`src/hdl/pse_pkg.sv`:
```
package pse_pkg;

	// Default depth of the operand stack.
	localparam int STACK_DEPTH_DEF = 16;

	// Data path width of a stack entry.
	localparam int WORD_W = 32;

	// Iterations of the radix-2 divider, one quotient bit each.
	localparam int DIV_STEPS = WORD_W;
	localparam int STEP_W    = $clog2(DIV_STEPS);

	// Character codes.
	localparam logic [7:0] SYM_ZERO  = 8'h30;
	localparam logic [7:0] SYM_NINE  = 8'h39;
	localparam logic [7:0] SYM_EMPTY = 8'h24;
	localparam logic [7:0] SYM_ADD   = 8'h2B;
	localparam logic [7:0] SYM_SUB   = 8'h2D;
	localparam logic [7:0] SYM_MUL   = 8'h2A;
	localparam logic [7:0] SYM_DIV   = 8'h2F;

	// Value returned by a pop of an empty stack.
	localparam logic [WORD_W-1:0] EMPTY_WORD = {{(WORD_W-8){1'b0}}, SYM_EMPTY};

	typedef struct packed {
		logic [7:0] symbol;
		logic       is_last;
	} in_word_t;

	typedef struct packed {
		logic signed [WORD_W-1:0] value;
		logic                     underflow;
		logic                     overflow;
		logic                     div_by_zero;
	} out_word_t;

	typedef struct packed {
		logic div_by_zero;
		logic overflow;
		logic underflow;
	} flags_t;

	typedef enum logic [2:0] {
		ST_IDLE,
		ST_POP_L,
		ST_OPER,
		ST_EXEC,
		ST_DIV,
		ST_DIV_END,
		ST_FIN_RD,
		ST_FIN
	} state_t;

endpackage

```
`src/hdl/pse_ram.sv`:
```
module pse_ram #(
	parameter int WIDTH = 32,
	parameter int DEPTH = 16
) (
	input  logic                     clk,
	input  logic                     wr_en,
	input  logic [$clog2(DEPTH)-1:0] wr_addr,
	input  logic [WIDTH-1:0]         wr_data,
	input  logic                     rd_en,
	input  logic [$clog2(DEPTH)-1:0] rd_addr,
	output logic [WIDTH-1:0]         rd_data
);

	logic [WIDTH-1:0] mem [DEPTH];

	// Registered read; the read data holds until the next read.
	always_ff @(posedge clk) begin
		if (wr_en) begin
			mem[wr_addr] <= wr_data;
		end
		if (rd_en) begin
			rd_data <= mem[rd_addr];
		end
	end

endmodule

```
`src/hdl/postfix_stack_evaluator.sv`:
```
// Postfix evaluator: one expression character per word, one result word per expression.
// A digit is pushed when taken; an operator pops its right, then its left operand, and pushes
// the result, after 32 divider iterations for a nonzero divisor; the last character ends with a
// final pop into the result. A new word is taken only once the previous one is done, and a
// finished result that finds the result register still full holds the input until it drains.
// Reset (arst_n low, asynchronous): stack empty, error flags clear, no result pending.
module postfix_stack_evaluator #(
	parameter int STACK_DEPTH = pse_pkg::STACK_DEPTH_DEF
) (
	input  logic               clk,
	input  logic               arst_n,
	input  logic               in_valid,
	output logic               in_ready,
	input  pse_pkg::in_word_t  in_word,
	output logic               out_valid,
	input  logic               out_ready,
	output pse_pkg::out_word_t out_word
);

	import pse_pkg::*;

	// Address width of the stack memory, and a counter wide enough to hold the depth itself.
	localparam int AW = $clog2(STACK_DEPTH);
	localparam int CW = $clog2(STACK_DEPTH + 1);
	localparam logic [CW-1:0] FULL_COUNT = CW'(STACK_DEPTH);

	state_t state_q, state_d;

	logic [CW-1:0]     cnt_q;
	flags_t            flags_q;
	logic [7:0]        sym_q;
	logic              last_q;
	logic [WORD_W-1:0] right_q, left_q;
	logic              pop_mem_q;

	// Divider registers: partial remainder, quotient shift register and divisor magnitude.
	logic [WORD_W-1:0] rem_q, quo_q, dvs_q;
	logic              neg_q;
	logic [STEP_W-1:0] step_q;

	logic      out_valid_q;
	out_word_t out_word_q;

	// Control produced by the state machine.
	logic              pop_req, push_req, divz_set, emit;
	logic [WORD_W-1:0] push_data;

	// Stack memory signals.
	logic              ram_wr_en, ram_rd_en;
	logic [AW-1:0]     ram_wr_addr, ram_rd_addr;
	logic [WORD_W-1:0] ram_rd_data;

	logic              accept, in_digit, empty, full;
	logic [CW-1:0]     cnt_dec;
	logic [WORD_W-1:0] pop_value;
	logic [WORD_W-1:0] abs_left, abs_right;
	logic [WORD_W:0]   rem_sh;
	logic              rem_ge;
	logic [WORD_W-1:0] quo_final;

	assign accept   = in_valid && in_ready;
	assign in_digit = (in_word.symbol >= SYM_ZERO) && (in_word.symbol <= SYM_NINE);
	assign empty    = (cnt_q == '0);
	assign full     = (cnt_q >= FULL_COUNT);
	assign cnt_dec  = cnt_q - CW'(1);

	// A pop only touches the memory when the stack holds something; otherwise the
	// popped value is the empty marker and the underflow flag is raised.
	assign ram_rd_en   = pop_req && !empty;
	assign ram_rd_addr = cnt_dec[AW-1:0];
	assign ram_wr_en   = push_req && !full;
	assign ram_wr_addr = cnt_q[AW-1:0];

	// Value of the pop issued in the previous cycle.
	assign pop_value = pop_mem_q ? ram_rd_data : EMPTY_WORD;

	assign abs_left  = left_q[WORD_W-1]  ? (~left_q + WORD_W'(1))  : left_q;
	assign abs_right = right_q[WORD_W-1] ? (~right_q + WORD_W'(1)) : right_q;

	// One restoring division step: bring down the next dividend bit and try to subtract.
	assign rem_sh    = {rem_q, quo_q[WORD_W-1]};
	assign rem_ge    = rem_sh >= {1'b0, dvs_q};
	assign quo_final = neg_q ? (~quo_q + WORD_W'(1)) : quo_q;

	pse_ram #(
		.WIDTH(WORD_W),
		.DEPTH(STACK_DEPTH)
	) u_stack (
		.clk    (clk),
		.wr_en  (ram_wr_en),
		.wr_addr(ram_wr_addr),
		.wr_data(push_data),
		.rd_en  (ram_rd_en),
		.rd_addr(ram_rd_addr),
		.rd_data(ram_rd_data)
	);

	// Next state.
	always_comb begin
		state_d = state_q;
		unique case (state_q)
			ST_IDLE: begin
				if (accept) begin
					if (!in_digit) begin
						state_d = ST_POP_L;
					end else if (in_word.is_last) begin
						state_d = ST_FIN_RD;
					end
				end
			end
			ST_POP_L: state_d = ST_OPER;
			ST_OPER:  state_d = ST_EXEC;
			ST_EXEC: begin
				if (sym_q == SYM_DIV && right_q != '0) begin
					state_d = ST_DIV;
				end else if (last_q) begin
					state_d = ST_FIN_RD;
				end else begin
					state_d = ST_IDLE;
				end
			end
			ST_DIV: begin
				if (step_q == STEP_W'(DIV_STEPS - 1)) begin
					state_d = ST_DIV_END;
				end
			end
			ST_DIV_END: state_d = last_q ? ST_FIN_RD : ST_IDLE;
			ST_FIN_RD:  state_d = ST_FIN;
			ST_FIN: begin
				if (!out_valid_q || out_ready) begin
					state_d = ST_IDLE;
				end
			end
			default: state_d = ST_IDLE;
		endcase
	end

	// Outputs of the state machine.
	always_comb begin
		in_ready  = 1'b0;
		pop_req   = 1'b0;
		push_req  = 1'b0;
		push_data = '0;
		divz_set  = 1'b0;
		emit      = 1'b0;
		unique case (state_q)
			ST_IDLE: begin
				in_ready = 1'b1;
				if (in_valid) begin
					// A digit is pushed straight away; anything else pops its right operand.
					push_req  = in_digit;
					pop_req   = !in_digit;
					push_data = {{(WORD_W-8){1'b0}}, in_word.symbol - SYM_ZERO};
				end
			end
			ST_POP_L: pop_req = 1'b1;
			ST_OPER: begin
			end
			ST_EXEC: begin
				unique case (sym_q)
					SYM_ADD: begin
						push_req  = 1'b1;
						push_data = left_q + right_q;
					end
					SYM_SUB: begin
						push_req  = 1'b1;
						push_data = left_q - right_q;
					end
					SYM_MUL: begin
						push_req  = 1'b1;
						push_data = left_q * right_q;
					end
					SYM_DIV: begin
						// A zero divisor pushes zero here; otherwise the divider takes over.
						if (right_q == '0) begin
							push_req = 1'b1;
							divz_set = 1'b1;
						end
					end
					default: begin
					end
				endcase
			end
			ST_DIV: begin
			end
			ST_DIV_END: begin
				push_req  = 1'b1;
				push_data = quo_final;
			end
			ST_FIN_RD: pop_req = 1'b1;
			ST_FIN:    emit    = !out_valid_q || out_ready;
			default: begin
			end
		endcase
	end

	always_ff @(posedge clk or negedge arst_n) begin
		if (!arst_n) begin
			state_q <= ST_IDLE;
		end else begin
			state_q <= state_d;
		end
	end

	// Stack depth and sticky error flags; both clear when the result is handed over.
	always_ff @(posedge clk or negedge arst_n) begin
		if (!arst_n) begin
			cnt_q   <= '0;
			flags_q <= '0;
		end else if (emit) begin
			cnt_q   <= '0;
			flags_q <= '0;
		end else begin
			if (ram_wr_en) begin
				cnt_q <= cnt_q + CW'(1);
			end else if (ram_rd_en) begin
				cnt_q <= cnt_dec;
			end
			if (pop_req && empty) begin
				flags_q.underflow <= 1'b1;
			end
			if (push_req && full) begin
				flags_q.overflow <= 1'b1;
			end
			if (divz_set) begin
				flags_q.div_by_zero <= 1'b1;
			end
		end
	end

	// Operand and divider data path.
	always_ff @(posedge clk) begin
		if (accept) begin
			sym_q  <= in_word.symbol;
			last_q <= in_word.is_last;
		end
		if (pop_req) begin
			pop_mem_q <= !empty;
		end
		if (state_q == ST_POP_L) begin
			right_q <= pop_value;
		end
		if (state_q == ST_OPER) begin
			left_q <= pop_value;
		end
		if (state_q == ST_EXEC) begin
			rem_q  <= '0;
			quo_q  <= abs_left;
			dvs_q  <= abs_right;
			neg_q  <= left_q[WORD_W-1] ^ right_q[WORD_W-1];
			step_q <= '0;
		end
		if (state_q == ST_DIV) begin
			if (rem_ge) begin
				rem_q <= WORD_W'(rem_sh - {1'b0, dvs_q});
			end else begin
				rem_q <= rem_sh[WORD_W-1:0];
			end
			quo_q  <= {quo_q[WORD_W-2:0], rem_ge};
			step_q <= step_q + STEP_W'(1);
		end
	end

	// Result register: the final pop arrives from the memory in ST_FIN.
	always_ff @(posedge clk or negedge arst_n) begin
		if (!arst_n) begin
			out_valid_q <= 1'b0;
		end else if (emit) begin
			out_valid_q <= 1'b1;
		end else if (out_ready) begin
			out_valid_q <= 1'b0;
		end
	end

	always_ff @(posedge clk) begin
		if (emit) begin
			out_word_q.value       <= pop_value;
			out_word_q.underflow   <= flags_q.underflow;
			out_word_q.overflow    <= flags_q.overflow;
			out_word_q.div_by_zero <= flags_q.div_by_zero;
		end
	end

	assign out_valid = out_valid_q;
	assign out_word  = out_word_q;

	// The stack count can never pass the memory depth.
	assert property (@(posedge clk) disable iff (!arst_n) cnt_q <= FULL_COUNT)
		else $error("stack count beyond depth");

	// The single memory port pair is never asked to push and pop in one cycle.
	assert property (@(posedge clk) disable iff (!arst_n) !(ram_rd_en && ram_wr_en))
		else $error("push and pop in the same cycle");

	// Handing over a result leaves an empty stack, clear flags and a valid result word.
	assert property (@(posedge clk) disable iff (!arst_n)
		emit |=> (cnt_q == '0 && flags_q == '0 && out_valid_q))
		else $error("state not cleared after result");

	// A division with a nonzero divisor always runs the divider.
	assert property (@(posedge clk) disable iff (!arst_n)
		(state_q == ST_EXEC && sym_q == SYM_DIV && right_q != '0) |=> state_q == ST_DIV)
		else $error("divider not started");

	// The quotient is only pushed after the last divider iteration.
	assert property (@(posedge clk) disable iff (!arst_n)
		state_q == ST_DIV_END |-> $past(state_q) == ST_DIV)
		else $error("quotient pushed without division");

endmodule
```
`config.mk`:
```
export PLATFORM = sky130hd
export DESIGN_NAME = postfix_stack_evaluator
export DESIGN_NICKNAME = d
export VERILOG_FILES = /design/src/hdl/pse_pkg.sv /design/src/hdl/pse_ram.sv /design/src/hdl/postfix_stack_evaluator.sv
export SDC_FILE = /design/constraint.sdc
export NUM_CORES = 2
export LEC_CHECK = 0
export BUFFER_PORTS_ARGS = -buffer_cell sky130_fd_sc_hd__buf_2
export CAP_MARGIN = 20
export CORE_ASPECT_RATIO = 1.5
export CORE_MARGIN = 2
export CORE_UTILIZATION = 55
export CTS_CLUSTER_DIAMETER = 80
export DETAILED_ROUTE_END_ITERATION = 10
export PLACE_DENSITY = 0.78
export SLEW_MARGIN = 30
export SYNTH_ARGS = -nofsm -noshare
export SYNTH_HDL_FRONTEND = slang
export SYNTH_HIERARCHICAL = 1
export SYNTH_SLANG_ARGS = --single-unit
```
`constraint.sdc`:
```
create_clock -name clk -period 12.97 [get_ports clk]
set_clock_uncertainty 0.15 [all_clocks]
set_input_delay 1.297 -clock clk [delete_from_list [all_inputs] [get_ports clk]]
set_output_delay 1.297 -clock clk [all_outputs]
set_load 0.01 [all_outputs]
```
==> results by group <==
Outcome
  • Status: complete, no violations

STA
  • Slew HR: 29.02%
  • Setup TNS: 0 ps
  • Final min period: 8574 ps
  • Final setup violation count: 0
  • Worst-margin pin slew: 1065 ps
  • Hold Vio Cnt, Final: 0
  • Max Freq: 116.6 MHz
  • RSZ-0062 raised after global routing: false
  • Pins Over Slew Limit: 0
  • Final worst-path cycle share: 66.10%

Die
  • Height of the die: 375.1 um
  • Die area: 94280 um2
  • I/O pin total: 50
  • # rows: 136
  • Initial core utilization: 55.25%
  • Core area: 91380 um2
  • Die outline width: 251.4 um

Route
  • Iteration-0 DRC Markers: 2850
  • Drt wl/cell: 25.28 um
  • Routed vias: 32740
  • Detail Route Antenna Nets: 0
  • DR vias/cell: 6.202
  • # DRC: 0
  • Final WL: 133400 um
  • DRT Pass-1 Iters: 5

Worst hold path
  • Tightest Hold Check Type: flop to flop

GRT
  • Vias in the first global route: 35110
  • Largest net degree at the start of global routing: 70
  • GRT Total Usage: 29.04%
  • First-pass GRT wire length: 204200 um
  • Initial antenna violation count: 4
  • Remaining Overflow, GRT: 0

CTS
  • Setup Fix Bufs, Post-CTS: 0
  • Reg clk slew, reported paths: 70 ps
  • Clk buf depth: 3
  • Post_cts resized: 0
  • Total CTS buffers: 71
  • # hold bufs at CTS: 0
  • Clk_lat worst skew: 680 ps
  • CTS sink count: 767
  • CTS tree: built
  • Root Driver: clkbuf_16
  • H-tree depth: 3

Setup path
  • Crit-path max cell delay: 1050 ps
  • Worst Path Required: 13150 ps
  • Worst Path Class, Setup: flop to flop
  • Crit path arrival time: 8760 ps
  • Delay-heaviest family, CP: adder cells
  • WP buf/inv: 2
  • Crit-path cells: and2_1 -> fa_1 -> inv_1 -> fa_1 -> fa_1 -> fa_1 -> fa_1 -> inv_1 -> fa_1 -> fa_1 -> fa_1 -> ha_1 -> and3_1 -> and3_1 -> a21oi_1 -> o21ai_0 -> and4b_1 -> o41ai_1 -> a31oi_1 -> xnor2_1 -> a221o_1
  • Endpoint class of the critical path: flop
  • Critical Path Most Common Cell: fa_1
  • Slowest-stage cell, CP: edfxtp_1
  • Setup crit start kind: flop
  • Crit Path Max Fanout: 26

Logic synthesis
  • Sequential element share of the synthesized area: 45.50%
  • Most frequent cell after synthesis: edfxtp_1
  • Synth cell types: 78
  • EDFF count, synth: 755
  • Synth cell count leaders: 755 x edfxtp_1, 470 x inv_1, 410 x fa_1
  • Post-synth top area cell: edfxtp_1
  • Synthesis warning total: 6
  • Cells after synthesis: 4058
  • Synthesis-stage register bit count: 767
  • Largest cells by area after synthesis: edfxtp_1 45%, fa_1 16%, mux4_2 5.7%
  • Predominant post-synthesis flop cell: edfxtp_1
  • Synth Net Count: 4677
  • Async SR Flop Fraction: 1.565%
  • Mapped Area: 50490 um2
  • Post-synth top area share: 44.91%
  • Syn avg cell area: 12.44 um2

Layout
  • Nets: 4667
  • Synth-to-layout area growth: 8.481%
  • Layout cells sized above 1: 11.14%

Placed design
  • Detailed Place HPWL: 89860 um
  • Number of I/O port buffers: 49
  • Global placement routability congestion: 0.9800

Flow run
  • Max Cap Violations: 0
==> worst paths after layout <==
check / start / cells past startpoint / endpoint / slack [ps]
worst max-delay path: right_q[11]$_DFFE_PP_ / 21 / u_stack/mem[3][31]$_DFFE_PP_ / 4400
worst min-delay path: flags_q[1]$_DFFE_PN0P_ / 0 / out_word[1]$_DFFE_PP_ / 310
worst max register to register: right_q[11]$_DFFE_PP_ / 21 / u_stack/mem[3][31]$_DFFE_PP_ / 4400
worst min register to register: flags_q[1]$_DFFE_PN0P_ / 0 / out_word[1]$_DFFE_PP_ / 310
max in group asynchronous: arst_n / 1 / flags_q[2]$_DFFE_PN0P_ / 12080
min in group asynchronous: arst_n / 1 / flags_q[0]$_DFFE_PN0P_ / 340
==> layer usage <==
layer	share of wire (%)	global-route usage, %	up-vias
met3	7.5	4.595	507
met2	53	52.51	1630
met4	6.4	16.98	4
li1	-	-	14040
met1	33	32.24	16560
met5	0.020	0	-
==> through the flow <==
step | instance area (um2) | hold slack [ps] | instances | util [%] | worst slack [ps]
floorplan | 50490 | 274.8 | 4058 | - | 5195
CTS | 54680 | 303.4 | 5271 | 59.84 | 4447
finish | 54770 | 305.4 | 5278 | 59.94 | 4396
global route | 54760 | 318.5 | 5275 | 59.93 | 3997
global placement | 52170 | 288.4 | 5143 | 57.09 | 4593
detailed placement | 52260 | 285.3 | 5144 | 57.19 | 4436
==> layout by cell type, fill, tap and decap left out, types with 13 or more instances in the layout <==
cell type and count:
o21ai_0 126, buf_4 93, o41ai_1 20, o31ai_1 49
nor2_4 13, buf_2 50, nor4_1 15, nand4_1 28
mux4_2 128, fa_1 410, nand2_1 397, nand3_1 34
a21o_1 40, nor2_1 65, inv_1 467, xnor2_1 141
edfxtp_1 755, xor2_1 115, a211oi_1 16, and2_1 340
ha_1 196, a22oi_1 88, clkbuf_16 71, nor3_1 32
nand2b_1 25, or3_1 23, a21oi_1 88
==> registers in the layout, summed over array words and instances (netlist names), 3 cells and up <==
signal	flops
u_stack/mem	512
left_q	32
step_q	5
quo_q	32
cnt_q	5
out_word	35
state_q	3
u_stack/rd_data	32
dvs_q	32
flags_q	3
rem_q	32
sym_q	8
right_q	32
==> layout make-up <==
cell class / instances / area [um2]
tap: 1173 / 1468
fill: 6857 / 36610
inverter: 471 / 1778
sequential: 767 / 22970
multi-input combinational: 2590 / 25110
clock inverter: 43 / 575.6
clock buffer: 84 / 1846
antenna: 3 / 7.507
timing repair buffer: 147 / 1010
==> logic make-up (layout without fill, tap and decap cells) <==
| group | Yosys count | in the layout | share of synthesized area [%] |
|---|---|---|---|
| buffers and inverters | 701 | 745 | 5.296 |
| adder cells (fa/ha/maj) | 606 | 606 | 21.12 |
| XOR/XNOR | 256 | 256 | 4.441 |
| AND/OR/NAND/NOR | 1051 | 1051 | 10.65 |
| other | 0 | 3 | 0 |
| multiplexers | 135 | 135 | 5.849 |
| AO/OA/AOI/OAI | 542 | 542 | 7.150 |
| flip-flops | 767 | 767 | 45.50 |
Power is not shown: default switching activity piles up to over one toggle a cycle in this logic, so the estimate is an artifact.
